$ cat src/greedy_threshold_match_count_unit_defines.svh
// Assertion macros shared by the RTL.
`ifndef GREEDY_THRESHOLD_MATCH_COUNT_UNIT_DEFINES_SVH
`define GREEDY_THRESHOLD_MATCH_COUNT_UNIT_DEFINES_SVH

// same-cycle implication
`define GTMC_ASSERT_NOW(label, clk, rst_n, ante, cons) \
    label: assert property (@(posedge clk) disable iff (!rst_n) (ante) |-> (cons)) \
        else $error("assertion failed");

// next-cycle implication
`define GTMC_ASSERT_NEXT(label, clk, rst_n, ante, cons) \
    label: assert property (@(posedge clk) disable iff (!rst_n) (ante) |=> (cons)) \
        else $error("assertion failed");

`endif

$ cat src/gtmc_cmp.sv
`default_nettype none
module gtmc_cmp #(
    parameter int W = 31
) (
    input  wire [W-1:0] i_a,
    input  wire [W-1:0] i_b,
    output logic        o_gt
);
    // unsigned a > b, shared by insertion and matching
    assign o_gt = (i_a > i_b);
endmodule
`default_nettype wire

$ cat config.mk
export PLATFORM = sky130hd
export DESIGN_NAME = gtmc_cmp
export DESIGN_NICKNAME = d
export VERILOG_FILES = /design/src/greedy_threshold_match_count_unit_defines.svh /design/src/gtmc_cmp.sv
export SDC_FILE = /design/constraint.sdc
export NUM_CORES = 1
export LEC_CHECK = 0
export BUFFER_PORTS_ARGS = -buffer_cell sky130_fd_sc_hd__clkbuf_2
export CAP_MARGIN = 20
export CELL_PAD_IN_SITES_DETAIL_PLACEMENT = 1
export CELL_PAD_IN_SITES_GLOBAL_PLACEMENT = 1
export CORE_MARGIN = 3
export CORE_UTILIZATION = 30
export DETAILED_ROUTE_END_ITERATION = 8
export GPL_TIMING_DRIVEN = 0
export PLACE_DENSITY = 0.95
export SYNTH_ARGS = -nofsm -noshare
export SYNTH_HDL_FRONTEND = slang
export SYNTH_SLANG_ARGS = --single-unit
$ cat constraint.sdc
create_clock -name vclk -period 3.3
set_input_delay 0.165 -clock vclk [all_inputs]
set_output_delay 0.165 -clock vclk [all_outputs]
set_load 0.005 [all_outputs]
==> run_results.csv <==
group,metric,value,unit
grt,overflow,0,
synth,netlist_instances,108,
worst_hold_path,hp-class,"primary input to output port",
setup_path,arrival,1.56,ns
layout,nets,266,
status,outcome,"completed",
synth,synthSimpleGateAreaFrac,0.194,
timing,rsz0062_at_grt,"false",
floorplan,io_pins,63,
layout,utilization,0.460,
floorplan,die_x,58.2,um
drt,routed_wl,2440,um
timing,hold_viol,0,
timing,clock.fmax,0.579,GHz
placed_design,detailed_place_hpwl,2430,um
synth,synth-compound-area-share,0.185,
worst_hold_path,hold_end,"o_gt",
timing,slew_headroom,0.798,
floorplan,die_h,58.2,um
synth,synth_mux_area_frac,0,
timing,setup-tns-final,0,ns
grt,antenna_found_initial,0,
drt,final_antenna_net_count,0,
layout,final_cell_mix,"63 x clkbuf_2, 32 x inv_1, 31 x ha_1, 11 x a21oi_1, 5 x nand3_1",
grt,grt_pass1_wl,4090,um
timing,fin_crit_sh,0.523,
power_and_ir_drop,ir_drop,49.8,uV
layout,fillers,347,
floorplan,start_util,0.322,
timing,period_minus_slack,1.73,ns
worst_hold_path,min_delay_path_depth,5,
synth,synth_area,818,um^2
synth,ys_types,22,
synth,syn_avg_cell_area,7.58,um^2
drt,via_per_inst,4.90,
drt,vias,984,
cts,cts_post_setup_buffers_inserted,0,
layout,antenna_cells,0,
layout,regArea,0,um^2
flow_run,cap_viol_max_count,0,
timing,setup_viol,0,
setup_path,end_kind,"output port",
synth,synth_xor_area_frac,0,
setup_path,slowest_delay,0.28,ns
drt,drc_errors,0,
setup_path,timing.critical_path.mode_cell,"clkbuf_2",
layout,seq_cells,0,
grt,grt_max_degree,4,
layout,drive_above_1_share,0.404,
grt,grt.total_usage,0.147,
power_and_ir_drop,power_density,112,mW/mm^2
synth,yosys.area_share.adder,0.474,
setup_path,critPathKind,"primary input to output port",
setup_path,required,3.13,ns
grt,grt_pass1_vias,1123,
synth,synth_top_family_by_area,"adder cells",
drt,post_drt_wl_per_cell,12.1,um
layout,clkbuf_count,0,
setup_path,start_kind,"primary input",
timing,tightest_slew,0.300,ns
synth,ys_warn_count,0,
placed_design,io_buffer_count,63,
layout,final_common_cell,"clkbuf_2",
power_and_ir_drop,leakage,0.000776,uW
drt,drt_iter0_drc,4,
synth,ys_seq_area_frac,0,
setup_path,worstPathCellList,"clkbuf_2 -> inv_1 -> ha_1 -> a211oi_1 -> nor2_1 -> o31a_1 -> o41ai_2 -> a22oi_1 -> clkbuf_2",
floorplan,num_rows,18,
synth,syn_nets,201,
layout,synthToLayoutAreaGrowth,43.1,%
setup_path,crit_fanout,2,
cts,cts_resized,0,
worst_hold_path,hold_path.startpoint,"i_a[14]",
placed_design,gp_congestion,0.643,
timing,slew_viol_final,0,
setup_path,worst_path_max_delay_cell,"ha_1",
drt,drt_first_pass_iters,2,
cts,cts_hold_buf,0,
floorplan,coreArea,0.00254,mm^2
floorplan,dieArea,0.00339,mm^2
==> layer usage <==
layer  vias to the layer above  routed length, um  global-route usage
li1                        507                  -                   -
met2                        41               1440               0.356
met4                         0                  0                   0
met5                         -                  0                   0
met3                         0                183             0.00668
met1                       436                809               0.131
==> cell usage after synthesis (all sizes together) <==
library cell / n / area [um^2]
a211oi: 1 / 7.51
a21boi: 1 / 7.51
a21o: 1 / 7.51
a21oi: 11 / 55.1
a221oi: 2 / 17.5
a22oi: 1 / 7.51
ha: 31 / 388
inv: 32 / 120
nand2: 4 / 15.0
nand3: 5 / 25.0
nand3b: 1 / 7.51
nand4: 7 / 71.3
nor2: 2 / 7.51
nor3: 1 / 5.00
nor4: 2 / 27.5
o21a: 1 / 8.76
o21ai: 3 / 15.0
o31a: 1 / 8.76
o41ai: 1 / 16.3
==> worst max path at each step <==
| stage | end | depth (start not counted) | start | slack, ns |
|---|---|---|---|---|
| finish | o_gt | 9 | i_b[4] | 1.57 |
| global route | o_gt | 9 | i_b[4] | 1.46 |
| CTS | o_gt | 8 | i_a[22] | 1.54 |
| detailed placement | o_gt | 8 | i_a[22] | 1.55 |
| global placement | o_gt | 9 | i_b[25] | 1.60 |
| floorplan | o_gt | 7 | i_b[4] | 1.87 |
==> power breakdown <==
part | total [uW] | leakage [uW] | switching (uW) | internal, uW
registers | 0 | 0 | 0 | 0
clock network | 0 | 0 | 0 | 0
logic | 131 | 0.000776 | 63.2 | 68.0
total | 131 | 0.000776 | 63.2 | 68.0
==> area by class of cell <==
cell class | count | area (um^2) | area share
inverter | 32 | 120 | 0.103
timing repair buffer | 63 | 315 | 0.269
multi-input combinational | 76 | 698 | 0.596
tap | 30 | 37.5 | 0.0321
==> cell families (layout without fill, tap and decap cells) <==
logic type / after synthesis / count (layout)
AOI/OAI and AO/OA: 23 / 23
and+or+nand+nor: 22 / 22
buffers and inverters: 32 / 95
adders and majority gates: 31 / 31
==> per-stage QoR <==
stage	cells	setup WS (ns)	total power (uW)	hold WS (ns)	area [um^2]
after CTS	201	1.54	135	0.953	1170
final	201	1.57	131	0.943	1170
after global placement	201	1.60	122	0.954	1170
after detailed placement	201	1.55	134	0.952	1170
after global routing	201	1.46	151	0.986	1170
after floorplan	108	1.87	73.8	0.729	818
==> worst max-delay path, delay by kind of cell <==
kind / cells / cell delay [ns]
and+or+nand+nor: 1 / 0.08
adders and majority gates: 1 / 0.28
AOI/OAI and AO/OA: 4 / 0.78
buffers and inverters: 3 / 0.24
Note: power is estimated with default switching activity, not from simulation.
